## src/rtl/ssfs_pkg.sv

```systemverilog
package ssfs_pkg;

    localparam int FRAME_BITS = 16;
    localparam int NUM_SELECTS = 4;
    localparam logic [15:0] BLANK_FRAME = 16'hFFFF;
    localparam logic [15:0] MAX_NUMBER = 16'd9999;

    localparam logic [1:0] OP_NUMBER = 2'd0;
    localparam logic [1:0] OP_CHAR = 2'd1;
    localparam logic [1:0] OP_BLANK = 2'd2;

    localparam logic [1:0] CFG_SELECT_ONE = 2'd0;
    localparam logic [1:0] CFG_SELECT_TWO = 2'd1;
    localparam logic [1:0] CFG_SELECT_THREE = 2'd2;
    localparam logic [1:0] CFG_SELECT_FOUR = 2'd3;

    localparam logic [7:0] SELECT_ONE_RESET = 8'd241;
    localparam logic [7:0] SELECT_TWO_RESET = 8'd242;
    localparam logic [7:0] SELECT_THREE_RESET = 8'd244;
    localparam logic [7:0] SELECT_FOUR_RESET = 8'd248;

    typedef struct packed {
        logic [1:0]  operation;
        logic [15:0] number_value;
        logic [7:0]  char_code;
        logic [7:0]  position;
    } command_t;

    typedef struct packed {
        logic serial_bit;
        logic latch_pulse;
        logic last;
    } result_t;

    // One frame handed from front to back.
    typedef struct packed {
        logic [15:0] frame;
        logic        last;
    } frame_word_t;

    typedef logic [NUM_SELECTS-1:0][7:0] select_codes_t;

    typedef enum logic [1:0] {
        KIND_NONE,
        KIND_NUMBER,
        KIND_CHAR,
        KIND_BLANK
    } cmd_kind_t;

    function automatic logic [7:0] digit_segments(input logic [3:0] d);
        logic [7:0] s;
        case (d)
            4'd0: s = 8'hC0;
            4'd1: s = 8'hF9;
            4'd2: s = 8'hA4;
            4'd3: s = 8'hB0;
            4'd4: s = 8'h99;
            4'd5: s = 8'h92;
            4'd6: s = 8'h82;
            4'd7: s = 8'hF8;
            4'd8: s = 8'h80;
            4'd9: s = 8'h90;
            default: s = 8'hFF;
        endcase
        return s;
    endfunction

    function automatic logic [7:0] letter_segments(input logic [4:0] l);
        logic [7:0] s;
        case (l)
            5'd0: s = 8'd136;
            5'd1: s = 8'd131;
            5'd2: s = 8'd167;
            5'd3: s = 8'd161;
            5'd4: s = 8'd134;
            5'd5: s = 8'd142;
            5'd6: s = 8'd144;
            5'd7: s = 8'd139;
            5'd8: s = 8'd207;
            5'd9: s = 8'd241;
            5'd10: s = 8'd182;
            5'd11: s = 8'd199;
            5'd12: s = 8'd182;
            5'd13: s = 8'd171;
            5'd14: s = 8'd163;
            5'd15: s = 8'd140;
            5'd16: s = 8'd152;
            5'd17: s = 8'd175;
            5'd18: s = 8'd146;
            5'd19: s = 8'd135;
            5'd20: s = 8'd227;
            5'd21: s = 8'd182;
            5'd22: s = 8'd182;
            5'd23: s = 8'd182;
            5'd24: s = 8'd145;
            5'd25: s = 8'd182;
            default: s = 8'hFF;
        endcase
        return s;
    endfunction

    // Decimal weight of the digit produced at each step, leftmost first.
    function automatic logic [13:0] place_value(input logic [1:0] step);
        logic [13:0] v;
        case (step)
            2'd0: v = 14'd1000;
            2'd1: v = 14'd100;
            2'd2: v = 14'd10;
            default: v = 14'd1;
        endcase
        return v;
    endfunction

endpackage

```

## src/rtl/ssfs_front.sv

```systemverilog
module ssfs_front (
    input  logic                   clk,
    input  logic                   rst_n,
    input  logic                   push,
    output logic                   full,
    input  ssfs_pkg::command_t     command,
    input  ssfs_pkg::select_codes_t select_codes,
    output logic                   q_push,
    output ssfs_pkg::frame_word_t  q_word,
    input  logic                   q_full
);
    import ssfs_pkg::*;

    logic       busy_reg, busy_next;
    cmd_kind_t  kind_reg, kind_next;
    logic [13:0] rem_reg, rem_next;
    logic [1:0] step_reg, step_next;
    logic [7:0] seg_reg, seg_next;
    logic [1:0] pos_reg, pos_next;

    logic        done;
    logic        accept;
    cmd_kind_t   in_kind;
    logic [7:0]  in_seg;
    logic        char_ok;
    logic [7:0]  ch;
    logic [3:0]  digit;
    logic [13:0] digit_weight;
    logic [13:0] weight;

    // Classify the incoming command and look up its character pattern.
    always_comb
    begin
        ch = command.char_code;
        char_ok = 1'b1;
        in_seg = 8'hFF;
        if (ch >= 8'h30 && ch <= 8'h39)
        begin
            in_seg = digit_segments(4'(ch - 8'h30));
        end
        else if (ch >= 8'h61 && ch <= 8'h7A)
        begin
            in_seg = letter_segments(5'(ch - 8'h61));
        end
        else if (ch >= 8'h41 && ch <= 8'h5A)
        begin
            in_seg = letter_segments(5'(ch - 8'h41));
        end
        else
        begin
            char_ok = 1'b0;
        end

        case (command.operation)
            OP_NUMBER:
                in_kind = (command.number_value > MAX_NUMBER) ? KIND_NONE : KIND_NUMBER;
            OP_CHAR:
                in_kind = (char_ok && command.position >= 8'd1 && command.position <= 8'd4)
                          ? KIND_CHAR : KIND_NONE;
            OP_BLANK:
                in_kind = KIND_BLANK;
            default:
                in_kind = KIND_NONE;
        endcase
    end

    // One decimal digit per step: largest multiple of the weight not above the remainder.
    always_comb
    begin
        weight = place_value(step_reg);
        digit = 4'd0;
        digit_weight = 14'd0;
        for (int k = 1; k <= 9; k++)
        begin
            if (rem_reg >= 14'(k * weight))
            begin
                digit = 4'(k);
                digit_weight = 14'(k * weight);
            end
        end
    end

    always_comb
    begin
        q_push = 1'b0;
        done = 1'b0;
        q_word.frame = BLANK_FRAME;
        q_word.last = 1'b1;
        case (kind_reg)
            KIND_NUMBER:
            begin
                q_word.frame = {digit_segments(digit), select_codes[step_reg]};
                q_word.last = (step_reg == 2'd3);
                q_push = busy_reg && !q_full;
                done = q_push && (step_reg == 2'd3);
            end
            KIND_CHAR:
            begin
                q_word.frame = {seg_reg, select_codes[pos_reg]};
                q_push = busy_reg && !q_full;
                done = q_push;
            end
            KIND_BLANK:
            begin
                q_push = busy_reg && !q_full;
                done = q_push;
            end
            default:
            begin
                done = busy_reg;
            end
        endcase
    end

    assign full = busy_reg && !done;
    assign accept = push && !full;

    always_comb
    begin
        busy_next = busy_reg;
        kind_next = kind_reg;
        rem_next = rem_reg;
        step_next = step_reg;
        seg_next = seg_reg;
        pos_next = pos_reg;
        if (accept)
        begin
            busy_next = 1'b1;
            kind_next = in_kind;
            rem_next = command.number_value[13:0];
            step_next = 2'd0;
            seg_next = in_seg;
            pos_next = command.position[1:0] - 2'd1;
        end
        else
        begin
            if (done)
            begin
                busy_next = 1'b0;
            end
            if (q_push && kind_reg == KIND_NUMBER)
            begin
                rem_next = rem_reg - digit_weight;
                step_next = step_reg + 2'd1;
            end
        end
    end

    always_ff @(posedge clk or negedge rst_n)
    begin
        if (!rst_n)
        begin
            busy_reg <= 1'b0;
            kind_reg <= KIND_NONE;
            step_reg <= 2'd0;
        end
        else
        begin
            busy_reg <= busy_next;
            kind_reg <= kind_next;
            step_reg <= step_next;
        end
    end

    always_ff @(posedge clk)
    begin
        rem_reg <= rem_next;
        seg_reg <= seg_next;
        pos_reg <= pos_next;
    end

endmodule

```

## src/rtl/ssfs_queue.sv

```systemverilog
module ssfs_queue #(
    parameter int DEPTH = 2
) (
    input  logic                  clk,
    input  logic                  rst_n,
    input  logic                  push,
    input  ssfs_pkg::frame_word_t wdata,
    output logic                  full,
    input  logic                  pop,
    output ssfs_pkg::frame_word_t rdata,
    output logic                  valid
);
    import ssfs_pkg::*;

    localparam int PTR_W = (DEPTH > 1) ? $clog2(DEPTH) : 1;
    localparam int CNT_W = $clog2(DEPTH + 1);

    frame_word_t mem_reg [DEPTH];
    logic [PTR_W-1:0] wr_ptr_reg, wr_ptr_next;
    logic [PTR_W-1:0] rd_ptr_reg, rd_ptr_next;
    logic [CNT_W-1:0] count_reg, count_next;
    logic do_push;
    logic do_pop;

    assign full = (count_reg == CNT_W'(DEPTH));
    assign valid = (count_reg != '0);
    assign rdata = mem_reg[rd_ptr_reg];
    assign do_push = push && !full;
    assign do_pop = pop && valid;

    always_comb
    begin
        wr_ptr_next = wr_ptr_reg;
        rd_ptr_next = rd_ptr_reg;
        if (do_push)
        begin
            wr_ptr_next = (wr_ptr_reg == PTR_W'(DEPTH - 1)) ? '0 : wr_ptr_reg + 1'b1;
        end
        if (do_pop)
        begin
            rd_ptr_next = (rd_ptr_reg == PTR_W'(DEPTH - 1)) ? '0 : rd_ptr_reg + 1'b1;
        end
        count_next = count_reg + CNT_W'(do_push) - CNT_W'(do_pop);
    end

    always_ff @(posedge clk or negedge rst_n)
    begin
        if (!rst_n)
        begin
            wr_ptr_reg <= '0;
            rd_ptr_reg <= '0;
            count_reg <= '0;
        end
        else
        begin
            wr_ptr_reg <= wr_ptr_next;
            rd_ptr_reg <= rd_ptr_next;
            count_reg <= count_next;
        end
    end

    always_ff @(posedge clk)
    begin
        if (do_push)
        begin
            mem_reg[wr_ptr_reg] <= wdata;
        end
    end

endmodule

```

## src/rtl/ssfs_back.sv

```systemverilog
module ssfs_back (
    input  logic                  clk,
    input  logic                  rst_n,
    input  logic                  q_valid,
    input  ssfs_pkg::frame_word_t q_word,
    output logic                  q_pop,
    output logic                  empty,
    input  logic                  pop,
    output ssfs_pkg::result_t     result
);
    import ssfs_pkg::*;

    logic        active_reg, active_next;
    logic        out_valid_reg, out_valid_next;
    logic [15:0] shift_reg, shift_next;
    logic [3:0]  cnt_reg, cnt_next;
    logic        last_reg, last_next;
    result_t     result_reg, result_next;

    logic out_free;
    logic advance;
    logic frame_end;

    assign out_free = !out_valid_reg || pop;
    assign advance = active_reg && out_free;
    assign frame_end = advance && (cnt_reg == 4'(FRAME_BITS - 1));
    // Load the next frame as soon as the current one sends its final bit.
    assign q_pop = q_valid && (!active_reg || frame_end);

    always_comb
    begin
        active_next = active_reg;
        shift_next = shift_reg;
        cnt_next = cnt_reg;
        last_next = last_reg;
        out_valid_next = out_valid_reg;
        result_next = result_reg;

        if (advance)
        begin
            out_valid_next = 1'b1;
            result_next.serial_bit = shift_reg[15];
            result_next.latch_pulse = frame_end;
            result_next.last = frame_end && last_reg;
            shift_next = {shift_reg[14:0], 1'b0};
            cnt_next = cnt_reg + 4'd1;
        end
        else if (pop)
        begin
            out_valid_next = 1'b0;
        end

        if (q_pop)
        begin
            active_next = 1'b1;
            shift_next = q_word.frame;
            last_next = q_word.last;
            cnt_next = 4'd0;
        end
        else if (frame_end)
        begin
            active_next = 1'b0;
        end
    end

    always_ff @(posedge clk or negedge rst_n)
    begin
        if (!rst_n)
        begin
            active_reg <= 1'b0;
            out_valid_reg <= 1'b0;
            cnt_reg <= 4'd0;
        end
        else
        begin
            active_reg <= active_next;
            out_valid_reg <= out_valid_next;
            cnt_reg <= cnt_next;
        end
    end

    always_ff @(posedge clk)
    begin
        shift_reg <= shift_next;
        last_reg <= last_next;
        result_reg <= result_next;
    end

    assign empty = !out_valid_reg;
    assign result = result_reg;

endmodule

```

## src/rtl/seven_segment_frame_serializer.sv

```systemverilog
// Seven-segment frame serializer. Commands enter as words on push/full: show number
// (0..9999, four frames, positions one to four), show character (digit or letter at
// position 1..4, one frame) or blank (one all-ones frame); anything else makes no
// output. Each frame is the segment byte then the digit-select byte, MSB first, one
// result word per bit on empty/pop, with latch_pulse on the sixteenth bit of every
// frame and last on the final bit of the command. The output shifter sends one bit
// per cycle while results are popped; the front splits a number into digits, one
// per cycle while the queue has room, into a small frame queue ahead of it, and
// accepts the next command as soon as the previous one is queued. Select codes reset
// to 241, 242, 244, 248 and are written through cfg_valid/cfg_ready (always ready).
module seven_segment_frame_serializer #(
    parameter int QUEUE_DEPTH = 2
) (
    input  logic               clk,
    input  logic               rst_n,
    input  logic               push,
    output logic               full,
    input  ssfs_pkg::command_t command,
    output logic               empty,
    input  logic               pop,
    output ssfs_pkg::result_t  result,
    input  logic               cfg_valid,
    output logic               cfg_ready,
    input  logic [1:0]         cfg_index,
    input  logic [7:0]         cfg_data
);
    import ssfs_pkg::*;

    select_codes_t select_reg, select_next;
    frame_word_t   f_word;
    frame_word_t   b_word;
    logic          f_push;
    logic          q_full;
    logic          q_valid;
    logic          b_pop;

    assign cfg_ready = 1'b1;

    always_comb
    begin
        select_next = select_reg;
        if (cfg_valid)
        begin
            case (cfg_index)
                CFG_SELECT_ONE:   select_next[0] = cfg_data;
                CFG_SELECT_TWO:   select_next[1] = cfg_data;
                CFG_SELECT_THREE: select_next[2] = cfg_data;
                CFG_SELECT_FOUR:  select_next[3] = cfg_data;
                default:          select_next = select_reg;
            endcase
        end
    end

    always_ff @(posedge clk or negedge rst_n)
    begin
        if (!rst_n)
        begin
            select_reg <= {SELECT_FOUR_RESET, SELECT_THREE_RESET,
                           SELECT_TWO_RESET, SELECT_ONE_RESET};
        end
        else
        begin
            select_reg <= select_next;
        end
    end

    ssfs_front u_front (
        .clk          (clk),
        .rst_n        (rst_n),
        .push         (push),
        .full         (full),
        .command      (command),
        .select_codes (select_reg),
        .q_push       (f_push),
        .q_word       (f_word),
        .q_full       (q_full)
    );

    ssfs_queue #(
        .DEPTH (QUEUE_DEPTH)
    ) u_queue (
        .clk   (clk),
        .rst_n (rst_n),
        .push  (f_push),
        .wdata (f_word),
        .full  (q_full),
        .pop   (b_pop),
        .rdata (b_word),
        .valid (q_valid)
    );

    ssfs_back u_back (
        .clk     (clk),
        .rst_n   (rst_n),
        .q_valid (q_valid),
        .q_word  (b_word),
        .q_pop   (b_pop),
        .empty   (empty),
        .pop     (pop),
        .result  (result)
    );

endmodule

```

## config.mk

```make
export PLATFORM = sky130hd
export DESIGN_NAME = seven_segment_frame_serializer
export DESIGN_NICKNAME = d
export VERILOG_FILES = /design/src/rtl/ssfs_pkg.sv /design/src/rtl/ssfs_front.sv /design/src/rtl/ssfs_queue.sv /design/src/rtl/ssfs_back.sv /design/src/rtl/seven_segment_frame_serializer.sv
export SDC_FILE = /design/constraint.sdc
export NUM_CORES = 1
export LEC_CHECK = 0
export BUFFER_PORTS_ARGS = -buffer_cell sky130_fd_sc_hd__buf_2
export CORE_AREA = 3 3 137 139
export CTS_CLUSTER_DIAMETER = 60
export DETAILED_ROUTE_END_ITERATION = 7
export DIE_AREA = 0 0 140 142
export HOLD_SLACK_MARGIN = 0.06
export PLACE_DENSITY = 0.72
export REMOVE_ABC_BUFFERS = 1
export SETUP_SLACK_MARGIN = 0.3
export SYNTH_ARGS = -nofsm -noshare
export SYNTH_HDL_FRONTEND = slang
export SYNTH_SLANG_ARGS = --single-unit
```

## constraint.sdc

```tcl
create_clock -name clk -period 12.02 [get_ports clk]
set_clock_uncertainty 0.05 [all_clocks]
set_input_delay 1.202 -clock clk [delete_from_list [all_inputs] [get_ports clk]]
set_output_delay 1.202 -clock clk [all_outputs]
set_load 0.02 [all_outputs]
```

Word level (Yosys, flattened, before mapping)
Memories as Yosys holds them, arrays and structs flattened. Index checks and enable logic that the tools add are counted.

Equal/unequal tests: 13. Reductions and logical operators: 38. Multipliers: 5. Muxes and demuxes: 54. $lt $le $gt $ge: 20. Add/subtract/negate cells: 11.

Operator list (count): $mux 14 (9); $ge 14x14->1 (5); $mux 8 (5); $bmux 8 s2 (2); $mux 16 (2); $pmux 16 s2 (1); $pmux 10 s3 (1); $mul 3x10->13 const A (2); $mul 2x10->12 const A (2); $mux 1 (17); $eq 2x2->1 const B (8); $ge 8x7->1 const B (2); $gt 16x14->1 const B (1); $le 8x7->1 const B (2); $logic_and 1x1->1 (16); $mux 4 (4); $ge 14x10->1 (1); $ge 14x11->1 (1); $ge 14x12->1 (1); $ge 14x13->1 (1); $mul 4x10->14 const A (1); $sub 14x14->14 (1); $mux 3 (4); $reduce_bool 2->1 (6); 26 further kinds (46).

Memories: 5. Memory bits (writable): 34. Bits of input ports: 49. Memory bits (read-only): 672. Output and inout bits: 6. Register bits after elaboration: 91.

Memory list: (name not given) (words 32, width 7, read ports 1, clocked after memory_dff 0, write ports 0, RTL line ssfs_pkg.sv:70) `case (l)`; (name not given) (words 32, width 7, read ports 1, clocked after memory_dff 0, write ports 0, RTL line ssfs_pkg.sv:70); (name not given) (words 16, width 7, read ports 1, clocked after memory_dff 0, write ports 0, RTL line ssfs_pkg.sv:52) `case (d)`; (name not given) (words 16, width 7, read ports 1, clocked after memory_dff 0, write ports 0, RTL line ssfs_pkg.sv:52); u_queue.mem_reg (words 2, width 17, read ports 1, clocked after memory_dff 0, write ports 1, RTL line ssfs_queue.sv:18) `frame_word_t mem_reg [DEPTH];`.

Logic depth before layout (Yosys ltp)
Word-level depth: 15. Mapped depth: 31.

Hierarchy
Synthesis repeated with hierarchy kept, for this count alone.

Cells, all modules: 990. Area, all modules: 10093.4 um^2.

Modules (own cells, without submodules): ssfs_front (area each 6183.4 um^2, cells an instance 773, times used 1); ssfs_queue (area each 1471.4 um^2, cells an instance 71, times used 1); seven_segment_frame_serializer (area each 1248.7 um^2, cells an instance 70, times used 1); ssfs_back (area each 1189.9 um^2, cells an instance 76, times used 1).

Worst setup path after synthesis
OpenSTA, ideal clock, no wires.

Path kind: reg2reg. Start: register u_front.step_reg[0]. End: register u_front.rem_reg[12], data pin. Library setup time: 0.270 ns. Data arrival time: 6.473 ns. Data required time: 11.700 ns. Path slack: 5.226 ns. Stages on the path, launching flop included: 27. Cells stage by stage: dfrtp_1 > clkbuf_1 > inv_1 > ha_1 > clkbuf_1 > nor2_1 > xnor2_1 > fa_1 > xnor2_1 > ha_1 > a21o_1 > a221oi_1 > o2111ai_1 > and2_1 > clkbuf_1 > o31ai_1 > nor2b_1 > ha_1 > fa_1 > nor2b_1 > o21ai_0 > a21oi_1 > o21ai_0 > a211oi_1 > o31ai_1 > xor2_1 > a21oi_1.

Longest elaborated chain between the ends: 15.

Ends and longest elaborated chain: from (decl) (RTL line ssfs_front.sv:17) `logic [1:0] step_reg, step_next;`; from (signal assigned) (RTL line ssfs_front.sv:161) `step_reg <= step_next;`; parallel branches: the longest is 14 deep, another holds $ge 14x14->1; $mux 14 * (RTL line ssfs_front.sv:126) `if (accept)`; net u_front.rem_next[12] (RTL line ssfs_front.sv:16) `logic [13:0] rem_reg, rem_next;`; to (signal assigned) (RTL line ssfs_front.sv:167) `rem_reg <= rem_next;`; to (decl) (RTL line ssfs_front.sv:16).

Mark *: on every way through the listed nets, which the timed path passes. The select of a mux whose other input is x is not followed. A chain may end at the register's enable or synchronous reset.

Worst setup path after layout
Same ends and word-level chain as after synthesis.

==> metrics.cfg <==
[critical_path]
cp.required_ns = 12.10
criticalPathCategory = flip-flop to flip-flop
startpoint = u_front.step_reg[0]$_DFFE_PN0P_
reg2reg_to = u_front.rem_reg[12]$_DFFE_PP_
r2r_start = u_front.step_reg[0]$_DFFE_PN0P_
r2r_slack_ns = 3.72
critPathArrivalTime_ns = 8.38
cp-start-kind = flip-flop
crit_path_end = u_front.rem_reg[12]$_DFFE_PP_
worstPathMaxFanout = 20
cp-end-kind = flip-flop
r2r_cells = 23

[global_route]
grt_max_degree = 48
grt_pass1_wl_um = 41300
grt.total_usage_pct = 26.2
top_usage_layer = met2
grt_pass1_vias = 7742
use_met1_pct = 36.3
use_met2_pct = 40.9
met3_usage_pct = 6.32
antenna_found_initial = 0
grt.overflow.total = 0

[layout]
nFillCells = 1523
multi_input_area_um2 = 5940
fin_cells = 1272
register_area_um2 = 3450
final_cell_area_um2 = 10800
nets = 1191
area_delta_synth_final_pct = 10.7
drive_above_1_share_pct = 17.6
antennaDiodeCount = 0

[cts]
postCtsSetupBuffers = 0
cts.path.max_buffers = 2
clk_root_buffer_cell = clkbuf_16
cts.reportedPaths.clkPinSlew_ns = 0.06
numClockSinks = 122
h-tree-depth = 4
ctsHoldBuffers = 0
clk-insertion-delay-late_ns = 0.42
numCtsBuffers = 17
cts_resized = 0
cts_tree = done

[floorplan]
io_pins = 55
coreArea_um2 = 17800
die_h_um = 142
row_count = 49
initial_core_util_pct = 54.7
die_w_um = 140
dieArea_um2 = 19900

[place]
pre_cts_slack_ns = 3.94
dp_hpwl_um = 19300
gp_congestion = 1.03
port_buffers = 53
place_area_um2 = 10100
dp_cells = 1240

[synthesis]
seq_area_frac_synth_pct = 35.5
synthCells = 992
synth_top_area_share_pct = 23.2
yosys_warnings = 0
ys_ff_latch = 122
yosys.area.top_type = edfxtp_1
post_synth_instance_area_um2 = 9720
synthMostInstantiatedCell = ha_1
synth_edf_count = 75
synth_top_flop_cell = edfxtp_1
ys_types = 84
synth_commonest_cells = 110 x ha_1, 93 x a21oi_1, 80 x nor2_1
async_flop_share_pct = 38.5
synth_area_per_cell_um2 = 9.80
synthTopCellsByArea = edfxtp_1 23%, ha_1 14%, dfrtp_1 7.0%

[run_status]
status = complete, no violations

[sta]
fin_crit_sh_pct = 69.0
period_minus_slack_ns = 8.30
tightest_slew_ns = 1.24
setup_ws_ns = 3.72
rsz0062_at_grt = false
slew_headroom_pct = 17.1
hold_violations = 0
timing.setup.tns_ns = 0
slew_violations = 0
setup_violations = 0
clock.fmax_mhz = 121

[job]
cap_viol_max_count = 0

[drt]
vias = 8263
first_pass_iters = 5
avgRoutedWirePerCell_um = 20.7
ant_nets = 0
wl_um = 26400
drt_iter0_markers = 885
drc = 0
viasPerCell = 6.50

[hold_path]
hold_class = flip-flop to flip-flop

-- cell usage in the layout (no fill, tap or decap), types with 7 or more instances in the layout --
master	count
a211oi_1	15
a21o_1	8
a21oi_1	92
a22oi_1	15
and2_1	7
buf_2	53
clkbuf_16	17
dfrtp_1	27
dfstp_2	20
edfxtp_1	75
ha_1	110
inv_1	40
mux2_2	34
mux2i_1	19
mux4_2	16
nand2_1	70
nand2b_1	19
nand3_1	26
nand4_1	12
nor2_1	80
nor2b_1	9
nor3_1	21
o2111ai_1	7
o211ai_1	9
o21ai_0	58
o31ai_1	10
xnor2_1	22
xor2_1	11
-- metrics by stage --
step / hold WS, ns / utilization [%]
3_3_place_gp: 0.371 / 57.1
4_1_cts: 0.392 / 60.5
6_report: 0.384 / 60.5
2_1_floorplan: 0.350 / -
5_1_grt: 0.400 / 60.5
3_5_place_dp: 0.377 / 57.1
-- critical path: stages (launching register included) --
cell       delay (ns)
dfrtp_1          0.78
inv_1            0.41
ha_1             0.67
clkinv_1         0.60
and3_1           0.32
fa_1             0.38
xnor2_1          0.23
ha_1             0.28
a21o_1           0.18
a221oi_1         0.56
o2111ai_1        0.28
and2_1           0.37
o31ai_1          0.73
nor2b_1          0.16
ha_1             0.24
fa_1             0.45
nor2b_1          0.16
o21ai_0          0.12
a21oi_1          0.19
o21ai_0          0.16
a211oi_1         0.32
o31ai_1          0.14
xor2_1           0.14
a21oi_1          0.09
-- cell families after synthesis --
family	share of synthesized area (%)
xor gates and xnor gates	3.14
adders and majority gates	14.7
and+or+nand+nor	14.4
buffers and inverters	3.40
muxes	9.60
other	0.0386
AOI/OAI and AO/OA	19.2
DFF	35.5
-- worst min-delay path by stage --
stage	start	end	slack (ns)	cells past startpoint
3_5_place_dp	u_back.shift_reg[15]$_SDFFCE_PP1P_	u_back.result[2]$_DFFE_PP_	0.38	0
3_3_place_gp	u_back.shift_reg[15]$_SDFFCE_PP1P_	u_back.result[2]$_DFFE_PP_	0.37	0
6_report	u_back.shift_reg[15]$_SDFFCE_PP1P_	u_back.result[2]$_DFFE_PP_	0.38	0
5_1_grt	u_back.shift_reg[15]$_SDFFCE_PP1P_	u_back.result[2]$_DFFE_PP_	0.40	0
2_1_floorplan	u_back.shift_reg[15]$_SDFFCE_PP1P_	u_back.result[2]$_DFFE_PP_	0.35	0
4_1_cts	u_back.shift_reg[15]$_SDFFCE_PP1P_	u_back.result[2]$_DFFE_PP_	0.39	0
-- layer usage --
| layer | routed length (um) | up-vias | share of wire [%] |
|---|---|---|---|
| met5 | 0 | - | 0 |
| met4 | 736 | 0 | 2.8 |
| met3 | 2180 | 68 | 8.3 |
| met2 | 12000 | 378 | 45 |
| met1 | 11500 | 3959 | 43 |
| li1 | - | 3858 | - |
-- final cells by class --
cell class / count / share of cell area (%)
flip-flops and latches: 122 / 32.1
clock inverters: 15 / 1.73
repair buffers: 59 / 2.88
multi-input cells: 788 / 55.2
well taps: 229 / 2.66
clock buffers: 17 / 3.95
inverters: 42 / 1.47
Power is not shown: default switching activity piles up to over one toggle a cycle in this logic, so the estimate is an artifact.
